$ cat src/sv/cms_pkg.sv
`default_nettype none

package cms_pkg;

    localparam int KEY_W       = 32;
    localparam int SEED_W      = 32;
    localparam int EST_W       = 32;
    localparam int CFG_INDEX_W = 8;
    localparam int SEED_REGS   = 4;
    localparam int ROW_IDX_W   = 3;   // up to eight rows

    localparam logic [31:0] HASH_MUL_A = 32'h85eb_ca6b;
    localparam logic [31:0] HASH_MUL_B = 32'hc2b2_ae35;

    localparam logic [CFG_INDEX_W-1:0] REG_SEED_ROW0 = CFG_INDEX_W'(0);
    localparam logic [CFG_INDEX_W-1:0] REG_SEED_ROW1 = CFG_INDEX_W'(1);
    localparam logic [CFG_INDEX_W-1:0] REG_SEED_ROW2 = CFG_INDEX_W'(2);
    localparam logic [CFG_INDEX_W-1:0] REG_SEED_ROW3 = CFG_INDEX_W'(3);

    localparam logic [SEED_W-1:0] SEED_ROW0_RST = 32'd1;
    localparam logic [SEED_W-1:0] SEED_ROW1_RST = 32'd2;
    localparam logic [SEED_W-1:0] SEED_ROW2_RST = 32'd3;
    localparam logic [SEED_W-1:0] SEED_ROW3_RST = 32'd4;

    localparam logic OP_UPDATE = 1'b0;
    localparam logic OP_QUERY  = 1'b1;

    typedef struct packed {
        logic                 clear;       // write zero at clear address, advance
        logic                 load;        // take input transaction
        logic                 hash_start;  // key ^ seed, xor-shift 16
        logic                 hash_mul_a;
        logic                 hash_mul_b;  // xor-shift 13, multiply
        logic                 hash_fin;    // xor-shift 16, start column reduction
        logic                 mod_step;
        logic                 mem_update;  // consume read data of current row
        logic                 out_load;
        logic [ROW_IDX_W-1:0] row;
    } t_dp_cmd;

    typedef struct packed {
        logic clr_last;
        logic mod_done;
        logic out_free;
    } t_dp_status;

endpackage

`default_nettype wire

$ cat src/sv/cms_ctrl.sv
`default_nettype none

module cms_ctrl #(
    parameter int ROWS = 4
) (
    input  wire                  i_clk,
    input  wire                  i_rst_n,
    input  wire                  i_in_valid,
    output logic                 o_in_ready,
    input  cms_pkg::t_dp_status  i_status,
    output cms_pkg::t_dp_cmd     o_cmd
);

    localparam int RowW = (ROWS > 1) ? $clog2(ROWS) : 1;

    localparam logic [3:0] S_CLEAR = 4'd0;
    localparam logic [3:0] S_IDLE  = 4'd1;
    localparam logic [3:0] S_H0    = 4'd2;
    localparam logic [3:0] S_HA    = 4'd3;
    localparam logic [3:0] S_HB    = 4'd4;
    localparam logic [3:0] S_HF    = 4'd5;
    localparam logic [3:0] S_MOD   = 4'd6;
    localparam logic [3:0] S_RD    = 4'd7;
    localparam logic [3:0] S_UPD   = 4'd8;
    localparam logic [3:0] S_OUT   = 4'd9;

    logic [3:0]      r_state, n_state;
    logic [RowW-1:0] r_row, n_row;

    always_ff @(posedge i_clk) begin
        if (!i_rst_n) begin
            r_state <= S_CLEAR;
            r_row   <= '0;
        end else begin
            r_state <= n_state;
            r_row   <= n_row;
        end
    end

    assign o_in_ready = (r_state == S_IDLE);

    always_comb begin
        n_state   = r_state;
        n_row     = r_row;
        o_cmd     = '0;
        o_cmd.row = cms_pkg::ROW_IDX_W'(r_row);
        case (r_state)
            S_CLEAR: begin
                o_cmd.clear = 1'b1;
                if (i_status.clr_last) begin
                    n_state = S_IDLE;
                end
            end
            S_IDLE: begin
                if (i_in_valid) begin
                    o_cmd.load = 1'b1;
                    n_row      = '0;
                    n_state    = S_H0;
                end
            end
            S_H0: begin
                o_cmd.hash_start = 1'b1;
                n_state          = S_HA;
            end
            S_HA: begin
                o_cmd.hash_mul_a = 1'b1;
                n_state          = S_HB;
            end
            S_HB: begin
                o_cmd.hash_mul_b = 1'b1;
                n_state          = S_HF;
            end
            S_HF: begin
                o_cmd.hash_fin = 1'b1;
                n_state        = S_MOD;
            end
            S_MOD: begin
                if (i_status.mod_done) begin
                    n_state = S_RD;
                end else begin
                    o_cmd.mod_step = 1'b1;
                end
            end
            S_RD: begin
                // bank read issued on the column held by the datapath
                n_state = S_UPD;
            end
            S_UPD: begin
                o_cmd.mem_update = 1'b1;
                if (r_row == RowW'(ROWS - 1)) begin
                    n_state = S_OUT;
                end else begin
                    n_row   = r_row + 1'b1;
                    n_state = S_H0;
                end
            end
            S_OUT: begin
                if (i_status.out_free) begin
                    o_cmd.out_load = 1'b1;
                    n_state        = S_IDLE;
                end
            end
            default: begin
                n_state = S_IDLE;
            end
        endcase
    end

endmodule

`default_nettype wire

$ cat config.mk
export PLATFORM = sky130hd
export DESIGN_NAME = cms_ctrl
export DESIGN_NICKNAME = d
export VERILOG_FILES = /design/src/sv/cms_pkg.sv /design/src/sv/cms_ctrl.sv
export SDC_FILE = /design/constraint.sdc
export NUM_CORES = 1
export LEC_CHECK = 0
export ABC_AREA = 0
export BUFFER_PORTS_ARGS = -buffer_cell sky130_fd_sc_hd__buf_4
export CELL_PAD_IN_SITES_DETAIL_PLACEMENT = 0
export CELL_PAD_IN_SITES_GLOBAL_PLACEMENT = 2
export CORE_MARGIN = 2
export CORE_UTILIZATION = 24
export CTS_BUF_LIST = sky130_fd_sc_hd__clkbuf_4 sky130_fd_sc_hd__clkbuf_8 sky130_fd_sc_hd__clkbuf_16
export CTS_CLUSTER_SIZE = 12
export DETAILED_ROUTE_END_ITERATION = 7
export PLACE_DENSITY_LB_ADDON = 0.1
export SYNTH_ARGS = -nofsm -noshare
export SYNTH_HDL_FRONTEND = slang
export SYNTH_SLANG_ARGS = --single-unit
$ cat constraint.sdc
create_clock -name i_clk -period 1.75 [get_ports i_clk]
set_clock_uncertainty 0.2 [all_clocks]
set_input_delay 0.175 -clock i_clk [delete_from_list [all_inputs] [get_ports i_clk]]
set_output_delay 0.175 -clock i_clk [all_outputs]
set_load 0.005 [all_outputs]
After elaboration in Yosys (flattened, before gate mapping)

Cells that the tools add are included.

$add $sub $neg: 1
Multiplexer cells: 21
Equality and inequality tests: 15
Reduce and logical (&&, ||, !) cells: 4

Operators by type and width:

| kind                | number |
|---|---|
| $pmux 4 s10         | 1 |
| $mux 4              | 5 |
| $eq 4x3->1 const B  | 4 |
| $mux 1              | 12 |
| $ne 2x2->1 const B  | 5 |
| $eq 4x2->1 const B  | 2 |
| $eq 4x4->1 const B  | 2 |
| $eq 4x1->1 const B  | 1 |
| $logic_not 4->1     | 1 |
| $mux 2              | 2 |
| $pmux 2 s2          | 1 |
| $reduce_and 4->1    | 1 |
| $reduce_and 3->1    | 1 |
| $add 2x1->2 const B | 1 |
| $eq 2x2->1 const B  | 1 |
| $reduce_bool 2->1   | 1 |

Output and inout port bits: 13
Input port bits: 6
Register bits: 6
Logic and storage cells: 43

Depth between registers and ports, before layout

Depth after elaboration: 3
Gate-level depth with buffers: 5
Depth with buffers taken out: 4

Least setup slack after synthesis

No wires, ideal clock.

Kind: reg-to-reg
Start: register r_row[0]
End: register r_row[1]
Buffers on the path: 0
Setup slack: 0.324 ns
Clock period less this slack: 1.426 ns
Arrival: 1.111 ns
Stages on the path, launching flop included: 5
Library setup time: 0.114 ns
Required time: 1.436 ns
Path through: dfxtp_1 -> ha_1 -> nor4_4 -> mux2i_1 -> nor2_1

Longest elaborated chain between the ends: 3
Elaborated cells between the ends (all ways): 6
Those cells by class: add/sub (1); eq/ne (2); mux (2); reduce/logical (1)

Ends and longest elaborated chain:

| element                                        | line                           | text |
|---|---|---|
| start: declaration                             | cms_ctrl.sv:28                 | `logic [RowW-1:0] r_row, n_row;` |
| start signal: assignment                       | cms_ctrl.sv:36                 | `r_row <= n_row;` |
| $add 2x1->2 or $eq 2x2->1 (tied branches)      | cms_ctrl.sv:93, cms_ctrl.sv:90 |  |
| $mux 2 or $ne 2x2->1 (tied branches)           | --                             |  |
| $pmux 2 s2 or $reduce_and 3->1 (tied branches) | --                             |  |

Several ways; a longest one is shown, not always the timed one. The select of a mux whose other input is x is not followed.
A chain may end at the register's enable or synchronous reset.

==> results.tsv <==
stage	metric	value	unit
outcome	outcome	finished clean	
pwr	Clock Power Share	0.321	
floorplanning	die span in x	47.6	um
cts	clock tree from TritonCTS	built	
cts	maximum level of the CTS H-tree	1	
global_route	combined global-route utilization of all metal layers	0.105	
synthesis	dominant synthesized flop cell	dfxtp_1	
worst_setup_path	maximum fanout encountered on the critical timing path	11	
floorplanning	IO Pins	19	
layout	share of final-layout standard cells stronger than drive strength 1	0.425	
sta	final worst path period need	1680	ps
pwr	cell area power density	587	mW/mm^2
sta	Max Fclk	595	MHz
place	number of placed cells counting well taps	94	
cts	CTS Root Buffer Type	clkbuf_4	
place	HPWL Detailed	843	um
sta	total negative setup slack	0	ps
synthesis	number of warnings printed during yosys synthesis	0	
cts	clock tree sinks	6	
sta	unrepaired setup endpoints after global routing	no	
pwr	Int Pwr	0.278	mW
worst_setup_path	Crit path arrival time	1310	ps
floorplanning	Die Ht	47.6	um
pwr	Static Leakage	0.266	nW
synthesis	area of the mapped netlist	455	um^2
synthesis	area share of the largest cell type after synthesis	0.264	
synthesis	sequential share of the synthesized area	0.264	
worst_setup_path	CP bufs+invs	1	
pwr	NetSw	0.101	mW
sta	Final Hold Fails	0	
synthesis	per-instance average area after synthesis	8.59	um^2
routing	DRC errors left	0	
synthesis	commonest cells in the synthesized netlist	nor3_1 (7), dfxtp_1 (6), nor2_1 (4)	
sta	fin crit share	0.960	
place	input/output buffers	17	
synthesis	Async S/R FF share, synth	0	
layout	synthesis-to-finish area growth	41.8	%
worst_setup_path	cell at the slowest stage of the critical path	dfxtp_1	
pwr	combinational share of power	0.251	
cts	Max Root-Sink Buffers	2	
routing	overall via count from detail_route	424	
synthesis	Post-Synthesis Net Count	60	
min_path	worst hold path type	in -> reg	
global_route	most used routing layer	met2	
synthesis	count of cell types in the netlist	30	
worst_setup_path	element type at the critical path start	flip-flop	
worst_setup_path	worst setup path category	reg -> out	
routing	post-detailed-route count of antenna-violating nets	0	
floorplanning	core outline area	0.00176	mm^2
synthesis	Area contributors post-synth	dfxtp_1 (26%), nor3_1 (7.7%), nor4b_4 (5.2%)	
place	placer's final routability congestion estimate	0.716	
worst_setup_path	required time at the endpoint of the critical path	1370	ps
global_route	met1 Track Usage GR	0.141	
routing	post-detailed-route wirelength per cell	10.7	um
global_route	number of global-route vias before repair	400	
cts	Worst-Skew Late Latency	240	ps
routing	Pre-antenna DRT Iters	4	
global_route	first-pass GRT wire length	1.69	mm
run	number of maximum-capacitance constraint violations	0	
sta	Slew Viols, Final	0	
routing	vias per inst	4.33	
floorplanning	row cnt	15	
layout	number of fill cells	207	
pwr	Design Power	0.379	mW
cts	clock transition at the registers of the reported paths	40	ps
cts	number of buffers created by CTS	3	
floorplanning	Die Area	0.00226	mm^2
worst_setup_path	delay-heaviest family, CP	flip-flops	
routing	wirelength, routed	1.05	mm
global_route	initial antenna violation count	0	
sta	total setup violations reported at the end of the flow	0	
pwr	Seq pwr share	0.428	
global_route	met3 Usage GRT	0.0113	
layout	nets	82	
synthesis	Synth Instances	53	
worst_setup_path	Crit. End Element	output port	
pwr	Net Sw Frac	0.267	
synthesis	number of flops mapped to enable cells by yosys	0	
global_route	pin count of the biggest net entering global routing	12	
pwr	worst supply voltage drop on vdd	0.379	mV
global_route	overall overflow remaining after global route	0	
layout	number of inserted diodes	0	
layout	fin cells	98	
global_route	met2 layer usage reported by global route	0.168	
routing	drt initial violations	2	
synthesis	cell taking the most area after synthesis	dfxtp_1	
worst_setup_path	list of cells traversed by the critical path	or2b_1 -> nor3_1 -> buf_4	
synthesis	register bit total from synthesis	6	
worst_setup_path	Largest stage delay, worst path	510	ps
floorplanning	starting utilization of the core area	0.258	
synthesis	cell with the most instances after synthesis	nor3_1	
[final timing paths]
check	start	to	slack [ps]	cells after the start
worst max-delay path	r_state[2]$_SDFFE_PN0P_	o_cmd[5]	70	3
worst min-delay path	i_status[0]	r_state[3]$_SDFFE_PN0P_	130	3
worst max register to register	r_state[2]$_SDFFE_PN0P_	r_row[1]$_SDFFE_PN0P_	210	4
worst min register to register	r_row[1]$_SDFFE_PN0P_	r_row[1]$_SDFFE_PN0P_	340	2
[tightest hold or removal path, stage by stage]
cell,delay [ps]
buf_4,90
a2111oi_0,80
o21a_1,180
[power groups by stage]
| stage | logic [mW] | registers [mW] | clock network [mW] |
|---|---|---|---|
| CTS | 0.0951 | 0.161 | 0.130 |
| finish | 0.0951 | 0.162 | 0.122 |
| detailed placement | 0.0928 | 0.162 | 0 |
| global placement | 0.0949 | 0.162 | 0 |
| global route | 0.107 | 0.164 | 0.133 |
| floorplan | 0.0626 | 0.152 | 0 |
[state kept, by name, summed over array words and instances, names as in the netlist]
signal	cells
r_state	4
r_row	2
[metal layers]
metal / routed length (um) / vias to the layer above
met3: 79 / 0
met5: 0 / -
li1: - / 226
met4: 0 / 0
met2: 475 / 14
met1: 490 / 184
[layout make-up]
cell class / instances / area, um^2 / share of cell area
multi-input cells: 40 / 294 / 0.455
inverters: 2 / 7.51 / 0.0116
flip-flops and latches: 6 / 123 / 0.190
repair buffers: 22 / 168 / 0.260
well taps: 25 / 31.3 / 0.0484
clock buffers: 3 / 22.5 / 0.0349
[placed cells by master, fill, tap and decap left out, types with 2 or more instances in the layout]
master    instances
dfxtp_1           4
nand2_1           2
nand2b_1          3
buf_4            21
o21ai_0           2
nor3_1            7
o21a_1            2
clkbuf_4          3
nor3b_1           2
inv_1             2
dfxtp_2           2
nand2b_4          2
nor2_1            4
[stage by stage]
| stage | cell area, um^2 | utilization | hold slack, ps | setup WS (ps) |
|---|---|---|---|---|
| after floorplan | 455 | - | 92.5 | 324 |
| after global placement | 606 | 0.343 | 228 | 194 |
| after detailed placement | 606 | 0.343 | 233 | 200 |
| after CTS | 639 | 0.362 | 126 | 10.9 |
| after global routing | 646 | 0.366 | 146 | 3.98 |
| final | 646 | 0.366 | 129 | 69.8 |
[what timing repair did]
item / CTS / global route
buffers inserted: 0 / 0
hold buffers: 1 / 0
hold endpoints to repair: 2 / 0
endpoints found under the setup margin: 2 / 3
gates resized for setup: 1 / 2
[cells by family (layout without fill, tap and decap cells)]
logic type / after synthesis / in the layout / share of synthesized area
AO/OA/AOI/OAI: 8 / 8 / 0.115
multiplexers: 1 / 1 / 0.0220
other: 1 / 1 / 0.00823
flip-flops: 6 / 6 / 0.264
adder cells (fa/ha/maj): 1 / 1 / 0.0275
XOR/XNOR: 2 / 2 / 0.0385
AND/OR/NAND/NOR: 27 / 27 / 0.423
buffers and inverters: 7 / 27 / 0.102
Note: power is estimated with default switching activity, not from simulation.
